==> src/rtl/core/btb_pkg.sv <==
// ----------------------------------------------------------------------------
// btb_pkg: shared types and constants
// Command codes, register indexes and fixed field widths of the byte-rate
// token bucket.
// ----------------------------------------------------------------------------
package btb_pkg;

	localparam int CMD_W     = 2;
	localparam int REQ_W     = 32;   // request_bytes
	localparam int DEBT_W    = 32;
	localparam int LIMIT_W   = 40;   // limit_bps register
	localparam int REFILL_W  = 48;   // refill_per_tick register
	localparam int LEVEL_W   = 51;   // token level, fixed point
	localparam int WHOLE_W   = 35;   // tokens_whole output
	localparam int CFG_IDX_W = 2;
	localparam int CFG_DATA_W = 48;

	// capacity = limit / 40 = (limit << (F-3)) / 5, burst = capacity_raw / 4
	localparam int CAP_SHIFT    = 3;
	localparam int CAP_DIVISOR  = 5;
	localparam int BURST_SHIFT  = 2;
	localparam int CAP_FLOOR    = 256;

	typedef enum logic [CMD_W-1:0] {
		CMD_TICK    = 2'd0,
		CMD_REQUEST = 2'd1,
		CMD_APPLY   = 2'd2,
		CMD_CANCEL  = 2'd3
	} cmd_t;

	typedef enum logic [CFG_IDX_W-1:0] {
		REG_LIMIT  = 2'd0,
		REG_REFILL = 2'd1
	} reg_idx_t;

endpackage

==> src/rtl/core/btb_cap_div.sv <==
// ----------------------------------------------------------------------------
// btb_cap_div: bucket capacity and burst from the rate limit
// Division by five through a reciprocal multiply (four half-width partial
// products), a remainder step, then the capacity floor; the calculation
// reruns after every limit write.
// ----------------------------------------------------------------------------
module btb_cap_div #(
	parameter int FRAC_BITS = 16
) (
	input  logic                               clk,
	input  logic                               arst_n,
	input  logic                               start,
	input  logic [btb_pkg::LIMIT_W-1:0]        limit,
	output logic                               busy,
	output logic [btb_pkg::LIMIT_W+FRAC_BITS-btb_pkg::CAP_SHIFT-1:0] cap,
	output logic [btb_pkg::LIMIT_W+FRAC_BITS-btb_pkg::CAP_SHIFT-1:0] burst
);
	import btb_pkg::*;

	localparam int CW  = LIMIT_W + FRAC_BITS - CAP_SHIFT;
	localparam int HW  = LIMIT_W / 2;      // partial product operand width
	localparam int AW  = 2 * LIMIT_W;      // full product width
	localparam int RSH = LIMIT_W + 2;      // reciprocal scale, exact below 2^LIMIT_W
	localparam int QW  = AW - RSH;         // limit / 5 fits here
	localparam int FSH = FRAC_BITS - CAP_SHIFT;
	localparam logic [63:0] RECIP64 =
		((64'd1 << RSH) + 64'(CAP_DIVISOR - 1)) / 64'(CAP_DIVISOR);
	localparam logic [LIMIT_W-1:0] RECIP = RECIP64[LIMIT_W-1:0];
	localparam logic [CW-1:0] FLOOR = CW'(CAP_FLOOR) << FRAC_BITS;
	// fraction bits contributed by a remainder of one to four
	localparam logic [CW-1:0] TAIL1 = CW'((64'd1 << FSH) / 64'(CAP_DIVISOR));
	localparam logic [CW-1:0] TAIL2 = CW'((64'd2 << FSH) / 64'(CAP_DIVISOR));
	localparam logic [CW-1:0] TAIL3 = CW'((64'd3 << FSH) / 64'(CAP_DIVISOR));
	localparam logic [CW-1:0] TAIL4 = CW'((64'd4 << FSH) / 64'(CAP_DIVISOR));
	localparam logic [2:0] LAST_MUL = 3'd3;
	localparam logic [2:0] STEP_REM = 3'd4;
	localparam logic [2:0] STEP_END = 3'd5;

	logic               busy_q;
	logic [2:0]         step_q;
	logic [LIMIT_W-1:0] lim_q;
	logic [AW-1:0]      acc_q;
	logic [QW-1:0]      quo_q;
	logic [2:0]         rem_q;
	logic [CW-1:0]      cap_q;
	logic [CW-1:0]      burst_q;

	logic [HW-1:0]      a_sel;
	logic [HW-1:0]      m_sel;
	logic [LIMIT_W-1:0] prod;
	logic [AW-1:0]      pp;
	logic [QW-1:0]      quo;
	logic [LIMIT_W-1:0] back;
	logic [LIMIT_W-1:0] rem_full;
	logic [CW-1:0]      tail;
	logic [CW-1:0]      raw;

	always_comb begin
		case (step_q)
			3'd0: begin
				a_sel = lim_q[HW-1:0];
				m_sel = RECIP[HW-1:0];
			end
			3'd1: begin
				a_sel = lim_q[HW-1:0];
				m_sel = RECIP[LIMIT_W-1:HW];
			end
			3'd2: begin
				a_sel = lim_q[LIMIT_W-1:HW];
				m_sel = RECIP[HW-1:0];
			end
			default: begin
				a_sel = lim_q[LIMIT_W-1:HW];
				m_sel = RECIP[LIMIT_W-1:HW];
			end
		endcase
		prod = LIMIT_W'(a_sel) * LIMIT_W'(m_sel);
		case (step_q)
			3'd0:       pp = AW'(prod);
			3'd1, 3'd2: pp = AW'(prod) << HW;
			default:    pp = AW'(prod) << LIMIT_W;
		endcase

		quo      = acc_q[AW-1:RSH];
		back     = LIMIT_W'({quo, 2'b00}) + LIMIT_W'(quo);   // 5 * quotient
		rem_full = lim_q - back;

		case (rem_q)
			3'd1:    tail = TAIL1;
			3'd2:    tail = TAIL2;
			3'd3:    tail = TAIL3;
			3'd4:    tail = TAIL4;
			default: tail = '0;
		endcase
		raw = (CW'(quo_q) << FSH) + tail;
	end

	always_ff @(posedge clk or negedge arst_n) begin
		if (!arst_n) begin
			busy_q  <= 1'b0;
			step_q  <= '0;
			cap_q   <= '0;
			burst_q <= '0;
		end else if (start) begin
			busy_q <= 1'b1;
			step_q <= '0;
		end else if (busy_q) begin
			step_q <= step_q + 3'd1;
			if (step_q == STEP_END) begin
				busy_q  <= 1'b0;
				cap_q   <= (raw > FLOOR) ? raw : FLOOR;
				burst_q <= raw >> BURST_SHIFT;   // never above the capacity
			end
		end
	end

	always_ff @(posedge clk) begin
		if (start) begin
			lim_q <= limit;
			acc_q <= '0;
		end else if (busy_q) begin
			if (step_q <= LAST_MUL) begin
				acc_q <= acc_q + pp;
			end
			if (step_q == STEP_REM) begin
				quo_q <= quo;
				rem_q <= rem_full[2:0];
			end
		end
	end

	assign busy  = busy_q;
	assign cap   = cap_q;
	assign burst = burst_q;

endmodule

==> src/rtl/core/byte_rate_token_bucket_unit.sv <==
// ----------------------------------------------------------------------------
// byte_rate_token_bucket_unit: token bucket byte-rate limiter
// Items pass the input register, then the result register once the output
// can advance; one item per cycle while out_ready holds. A limit_bps write
// starts a capacity calculation (four partial products, remainder, floor);
// in_ready and cfg_ready are low meanwhile.
// Reset (arst_n, async, low): tokens, debt and both registers cleared,
// limit reads as zero (unlimited), no item in flight.
// ----------------------------------------------------------------------------
module byte_rate_token_bucket_unit #(
	parameter int FRAC_BITS = 16
) (
	input  logic                              clk,
	input  logic                              arst_n,
	// config write channel
	input  logic                              cfg_valid,
	output logic                              cfg_ready,
	input  logic [btb_pkg::CFG_IDX_W-1:0]     cfg_index,
	input  logic [btb_pkg::CFG_DATA_W-1:0]    cfg_data,
	// input item channel
	input  logic                              in_valid,
	output logic                              in_ready,
	input  logic [btb_pkg::CMD_W-1:0]         command,
	input  logic [btb_pkg::REQ_W-1:0]         request_bytes,
	// result item channel
	output logic                              out_valid,
	input  logic                              out_ready,
	output logic                              done_res,
	output logic                              cancelled,
	output logic [btb_pkg::DEBT_W-1:0]        remaining,
	output logic [btb_pkg::WHOLE_W-1:0]       tokens_whole
);
	import btb_pkg::*;

	localparam int CW   = LIMIT_W + FRAC_BITS - CAP_SHIFT;  // capacity width
	localparam int EW   = (CW > LEVEL_W + 1) ? CW : LEVEL_W + 1;  // compare width
	localparam int WH_W = LEVEL_W - FRAC_BITS;              // whole tokens
	localparam int PW   = (WH_W > DEBT_W) ? WH_W : DEBT_W;  // paydown width
	localparam logic [EW-1:0] ONE_TOKEN = EW'(1) << FRAC_BITS;

	// ---------------- configuration ----------------
	logic          cfg_fire;
	logic          div_start;
	logic          div_busy;
	logic [CW-1:0] cap;
	logic [CW-1:0] burst;
	logic          lim_zero_q;
	logic [REFILL_W-1:0] refill_q;

	assign cfg_ready = !div_busy;
	assign cfg_fire  = cfg_valid && cfg_ready;
	assign div_start = cfg_fire && (cfg_index == REG_LIMIT);

	always_ff @(posedge clk or negedge arst_n) begin
		if (!arst_n) begin
			lim_zero_q <= 1'b1;
			refill_q   <= '0;
		end else if (cfg_fire) begin
			case (reg_idx_t'(cfg_index))
				REG_LIMIT:  lim_zero_q <= (cfg_data[LIMIT_W-1:0] == '0);
				REG_REFILL: refill_q   <= cfg_data[REFILL_W-1:0];
				default: ;  // writes beyond the register list are dropped
			endcase
		end
	end

	btb_cap_div #(
		.FRAC_BITS(FRAC_BITS)
	) u_cap_div (
		.clk   (clk),
		.arst_n(arst_n),
		.start (div_start),
		.limit (cfg_data[LIMIT_W-1:0]),
		.busy  (div_busy),
		.cap   (cap),
		.burst (burst)
	);

	// ---------------- handshake ----------------
	// s1 is the input register; the step runs between s1 and the result regs.
	logic              s1_valid;
	cmd_t              cmd_s1;
	logic [REQ_W-1:0]  bytes_s1;
	logic              out_valid_q;
	logic              advance;
	logic              in_fire;

	assign advance  = !out_valid_q || out_ready;
	assign in_ready = !div_busy && (!s1_valid || advance);
	assign in_fire  = in_valid && in_ready;

	always_ff @(posedge clk or negedge arst_n) begin
		if (!arst_n) begin
			s1_valid <= 1'b0;
		end else if (in_fire) begin
			s1_valid <= 1'b1;
		end else if (advance) begin
			s1_valid <= 1'b0;
		end
	end

	always_ff @(posedge clk) begin
		if (in_fire) begin
			cmd_s1   <= cmd_t'(command);
			bytes_s1 <= request_bytes;
		end
	end

	// ---------------- step ----------------
	logic [LEVEL_W-1:0] level_q;
	logic [DEBT_W-1:0]  pend_q;

	logic [EW-1:0]      level_e;
	logic [EW-1:0]      cap_e;
	logic [EW-1:0]      sum_e;
	logic [EW-1:0]      clamp_e;
	logic [EW-1:0]      lv_e;
	logic [DEBT_W:0]    psum;
	logic [DEBT_W-1:0]  pend_n;
	logic               cancel_n;
	logic [LEVEL_W-1:0] lv1;
	logic [PW-1:0]      whole_p;
	logic [PW-1:0]      pend_p;
	logic [PW-1:0]      used;
	logic [LEVEL_W-1:0] lv2;
	logic [DEBT_W-1:0]  pend2;
	logic [LEVEL_W-1:0] whole_out;
	logic               done_n;

	always_comb begin
		level_e  = EW'(level_q);
		cap_e    = EW'(cap);
		sum_e    = level_e + EW'(refill_q);
		clamp_e  = (level_e > cap_e) ? cap_e : level_e;
		psum     = {1'b0, pend_q} + {1'b0, bytes_s1};
		lv_e     = level_e;
		pend_n   = pend_q;
		cancel_n = 1'b0;

		case (cmd_s1)
			CMD_TICK: begin
				if (!lim_zero_q) begin
					lv_e = (sum_e > cap_e) ? cap_e : sum_e;
				end
			end
			CMD_REQUEST: begin
				pend_n = psum[DEBT_W] ? '1 : psum[DEBT_W-1:0];  // saturate debt
			end
			CMD_APPLY: begin
				if (lim_zero_q) begin
					lv_e = '0;
				end else if (clamp_e < ONE_TOKEN) begin
					lv_e = EW'(burst);  // a bucket below one token gets the initial burst
				end else begin
					lv_e = clamp_e;
				end
			end
			default: begin  // cancel
				if (pend_q != '0) begin
					cancel_n = 1'b1;
					pend_n   = '0;
				end
			end
		endcase

		lv1 = lv_e[LEVEL_W-1:0];

		// pay the debt with whole tokens; with no limit the debt is cleared
		whole_p = PW'(lv1[LEVEL_W-1:FRAC_BITS]);
		pend_p  = PW'(pend_n);
		used    = (whole_p < pend_p) ? whole_p : pend_p;
		if (lim_zero_q) begin
			lv2   = lv1;
			pend2 = '0;
		end else begin
			lv2   = lv1 - (LEVEL_W'(used) << FRAC_BITS);
			pend2 = pend_n - DEBT_W'(used);
		end

		whole_out = lv2 >> FRAC_BITS;
		done_n    = (cmd_s1 != CMD_CANCEL) && (pend2 == '0)
			&& ((pend_q != '0) || (cmd_s1 == CMD_REQUEST));
	end

	// ---------------- state and result registers ----------------
	logic                done_q;
	logic                cancelled_q;
	logic [DEBT_W-1:0]   remaining_q;
	logic [WHOLE_W-1:0]  tokens_q;

	always_ff @(posedge clk or negedge arst_n) begin
		if (!arst_n) begin
			level_q     <= '0;
			pend_q      <= '0;
			out_valid_q <= 1'b0;
		end else if (s1_valid && advance) begin
			level_q     <= lv2;
			pend_q      <= pend2;
			out_valid_q <= 1'b1;
		end else if (out_ready) begin
			out_valid_q <= 1'b0;
		end
	end

	always_ff @(posedge clk) begin
		if (s1_valid && advance) begin
			done_q      <= done_n;
			cancelled_q <= cancel_n;
			remaining_q <= pend2;
			tokens_q    <= whole_out[WHOLE_W-1:0];
		end
	end

	assign out_valid    = out_valid_q;
	assign done_res     = done_q;
	assign cancelled    = cancelled_q;
	assign remaining    = remaining_q;
	assign tokens_whole = tokens_q;

endmodule

==> config.mk <==
export PLATFORM = sky130hd
export DESIGN_NAME = byte_rate_token_bucket_unit
export DESIGN_NICKNAME = d
export VERILOG_FILES = /design/src/rtl/core/btb_pkg.sv /design/src/rtl/core/btb_cap_div.sv /design/src/rtl/core/byte_rate_token_bucket_unit.sv
export SDC_FILE = /design/constraint.sdc
export NUM_CORES = 2
export LEC_CHECK = 0
export ABC_AREA = 1
export BUFFER_PORTS_ARGS = -buffer_cell sky130_fd_sc_hd__buf_2
export CORE_MARGIN = 5
export CORE_UTILIZATION = 50
export DETAILED_ROUTE_END_ITERATION = 10
export PLACE_DENSITY_LB_ADDON = 0.08
export SLEW_MARGIN = 20
export SYNTH_ARGS = -nofsm -noshare
export SYNTH_HDL_FRONTEND = slang
export SYNTH_SLANG_ARGS = --single-unit
==> constraint.sdc <==
create_clock -name clk -period 16.28 [get_ports clk]
set_input_delay 1.628 -clock clk [delete_from_list [all_inputs] [get_ports clk]]
set_output_delay 1.628 -clock clk [all_outputs]
set_load 0.005 [all_outputs]
==> impl_metrics.env <==
export IMPL_tns_ps=0
export IMPL_num_rows=109
export IMPL_crit_type="flip-flop to flip-flop"
export IMPL_drt_iter0_drc=4098
export IMPL_syn_avg_cell_area_sq_um=7.67
export IMPL_arrival_ps=12750
export IMPL_drive_gt1_share_pct=6.65
export IMPL_hold_violations=0
export IMPL_postCtsHoldBufs=0
export IMPL_gp_congestion=1.02
export IMPL_insertion_delay_ps=680
export IMPL_ys_flop_type="dfrtp_1"
export IMPL_grt_pass1_wl_um=244000
export IMPL_wl_per_cell_um=22.8
export IMPL_max_freq_mhz=82.1
export IMPL_via_per_inst=5.75
export IMPL_clk_pin_slew_worst_paths_ps=70
export IMPL_die_h_um=309
export IMPL_cap_viol_max_count=0
export IMPL_first_global_vias=39000
export IMPL_cts_tree="yes"
export IMPL_synth_cells=5834
export IMPL_skew_ps=38.3
export IMPL_synth_top_area_cell="ha_1"
export IMPL_place_port_buffers=160
export IMPL_synth_cell_types=72
export IMPL_post_route_period_util_pct=74.8
export IMPL_drt_wl_total_um=163000
export IMPL_synth_edf_count=184
export IMPL_place_hpwl_um=132000
export IMPL_hold_path_class="flip-flop to flip-flop"
export IMPL_syn_area_sq_um=44700
export IMPL_crit_top_cell="inv_1"
export IMPL_ys_ff_latch=486
export IMPL_period_needed_ps=12180
export IMPL_io_pins=161
export IMPL_numCtsBuffers=57
export IMPL_rsz0062_at_grt="no"
export IMPL_relSlewSlack_pct=18.0
export IMPL_tightest_slew_ps=1220
export IMPL_netlist_area_leader_share_pct=15.8
export IMPL_crit_slowest_cell="o21ai_0"
export IMPL_initial_utilization_pct=50.5
export IMPL_fin_nets=6734
export IMPL_area_growth_pct=9.14
export IMPL_post_cts_resized=0
export IMPL_worstSetupStartpointType="flip-flop"
export IMPL_cts_root_buf="clkbuf_16"
export IMPL_crit_required_ps=16850
export IMPL_drc=0
export IMPL_die_area_sq_um=95600
export IMPL_clock_sinks=486
export IMPL_grt_max_degree=126
export IMPL_grt_ovfl_total=0
export IMPL_antenna_found_initial=8
export IMPL_slew_violations=0
export IMPL_synth_fp_nets=6633
export IMPL_max_stage_delay_ps=790
export IMPL_drtPass1Iterations=6
export IMPL_async_reset_ff_share_pct=45.7
export IMPL_ant_nets=0
export IMPL_cts_max_level=2
export IMPL_yosys_warnings=0
export IMPL_cts_buffer_depth=3
export IMPL_end_kind="flip-flop"
export IMPL_status="finished, final reports clean"
export IMPL_cts_setup_buffers=0
export IMPL_ys_seq_area_share_pct=28.4
export IMPL_ys_top_cells_by_area="ha_1 (16%), dfrtp_1 (12%), edfxtp_1 (12%)"
export IMPL_core_area_sq_um=88600
export IMPL_via_count=41100
export IMPL_setup_violations=0
export IMPL_die_w_um=309
export IMPL_critPathMaxFanout=40
export IMPL_grt_use_total_pct=33.4
[flip-flops by register name, indices dropped and copies added, names as in the netlist, 32 cells and up]
register,flops
u_cap_div.burst,42
u_cap_div.quo_q,38
tokens_whole,35
pend_q,32
bytes_s1,32
u_cap_div.lim_q,40
u_cap_div.acc_q,80
remaining,32
refill_q,48
level_q,51
u_cap_div.cap,42
[final cells by class]
| type | instances | area [sq um] |
|---|---|---|
| Fill cell | 8782 | 39800 |
| Multi-Input combinational cell | 4243 | 27900 |
| Sequential cell | 486 | 12700 |
| Inverter | 953 | 3580 |
| Clock buffer | 65 | 1490 |
| Tap cell | 1165 | 1460 |
| Timing Repair Buffer | 194 | 1090 |
| Clock inverter | 43 | 583 |
| Antenna cell | 6 | 15.0 |
[worst max-delay path, delay by kind of cell, from the launching register on]
kind,cells,cell delay [ps]
AND/OR/NAND/NOR,18,1580
XOR/XNOR,1,400
adder cells (fa/ha/maj),10,3490
AO/OA/AOI/OAI,20,4890
buffers and inverters,10,1230
flip-flops,1,420
[metrics by stage]
step	util [%]	instance area, sq um	cells	setup slack (ps)	hold WS [ps]
2_1_floorplan	-	44700	5834	6380	408
3_3_place_gp	52.7	46700	7041	4320	453
3_5_place_dp	52.7	46700	7041	4160	457
4_1_cts	55.1	48800	7149	4140	473
5_1_grt	55.1	48800	7149	3170	495
6_report	55.1	48800	7155	4100	472
[cells in the mapped netlist, types with 32 or more instances]
| cell type | number |
|---|---|
| edfxtp_1 | 184 |
| o21ai_1 | 59 |
| nand2_1 | 980 |
| dfxtp_1 | 80 |
| inv_1 | 947 |
| mux2_2 | 32 |
| o21ai_0 | 502 |
| fa_1 | 146 |
| xor2_1 | 122 |
| o22ai_1 | 57 |
| ha_1 | 564 |
| nand4_1 | 42 |
| nor2_1 | 570 |
| nand3_1 | 176 |
| o211ai_1 | 53 |
| nor4_1 | 33 |
| xnor2_1 | 95 |
| a21oi_1 | 470 |
| dfrtp_1 | 221 |
| clkbuf_1 | 128 |
| a31oi_1 | 70 |
| nor3_1 | 42 |
[kinds of logic (layout without fill, tap and decap cells)]
logic type / after synthesis / in the layout / synth area share [%]
other: 0 / 6 / 0
muxes: 33 / 33 / 0.828
AOI/OAI and AO/OA: 1380 / 1380 / 17.3
xor gates and xnor gates: 218 / 218 / 4.28
buffers and inverters: 1105 / 1255 / 9.36
adders and majority gates: 710 / 710 / 22.3
and+or+nand+nor: 1902 / 1902 / 17.6
DFF: 486 / 486 / 28.4
[final timing paths]
kind,from,endpoint,slack [ps],cells past startpoint
min in group asynchronous,arst_n,level_q[12],930,1
worst min-delay path,u_cap_div.burst[21],u_cap_div.burst[21],470,2
max in group asynchronous,arst_n,pend_q[22],14050,2
worst max register to register,u_cap_div.step_q[0],u_cap_div.acc_q[79],4100,59
worst min register to register,u_cap_div.burst[21],u_cap_div.burst[21],470,2
worst max-delay path,u_cap_div.step_q[0],u_cap_div.acc_q[79],4100,59
[cells in the final DEF, fill, tap and decap left out, types with 14 or more instances in the layout]
| cell | count |
|---|---|
| nor2_1 | 566 |
| buf_4 | 32 |
| ha_1 | 564 |
| nand4_1 | 42 |
| buf_2 | 159 |
| nor3_1 | 40 |
| xor2_1 | 122 |
| o221ai_1 | 27 |
| nand2_2 | 15 |
| a21oi_1 | 468 |
| nor4_1 | 33 |
| clkbuf_16 | 58 |
| inv_1 | 943 |
| a21boi_1 | 16 |
| o21ai_1 | 59 |
| mux2_2 | 32 |
| xnor2_1 | 95 |
| dfxtp_1 | 80 |
| nand2_1 | 977 |
| o211ai_1 | 53 |
| a21o_1 | 21 |
| fa_1 | 146 |
| nand3_1 | 176 |
| o21ai_0 | 501 |
| dfrtp_1 | 221 |
| a211oi_1 | 14 |
| o22ai_1 | 57 |
| a31oi_1 | 70 |
| edfxtp_1 | 184 |
| o21a_1 | 27 |
[per-layer routing]
| layer | GRT usage (%) | share of wire, % | vias up |
|---|---|---|---|
| met2 | 52.4 | 44 | 1667 |
| met5 | 0 | 0.021 | - |
| met3 | 6.32 | 8.4 | 236 |
| met1 | 47.6 | 44 | 19500 |
| met4 | 9.40 | 3.3 | 6 |
| li1 | - | - | 19700 |
Power is left out: the tool's default activity adds up to more than one toggle a clock period on the data nets, which glitch-free logic cannot reach.
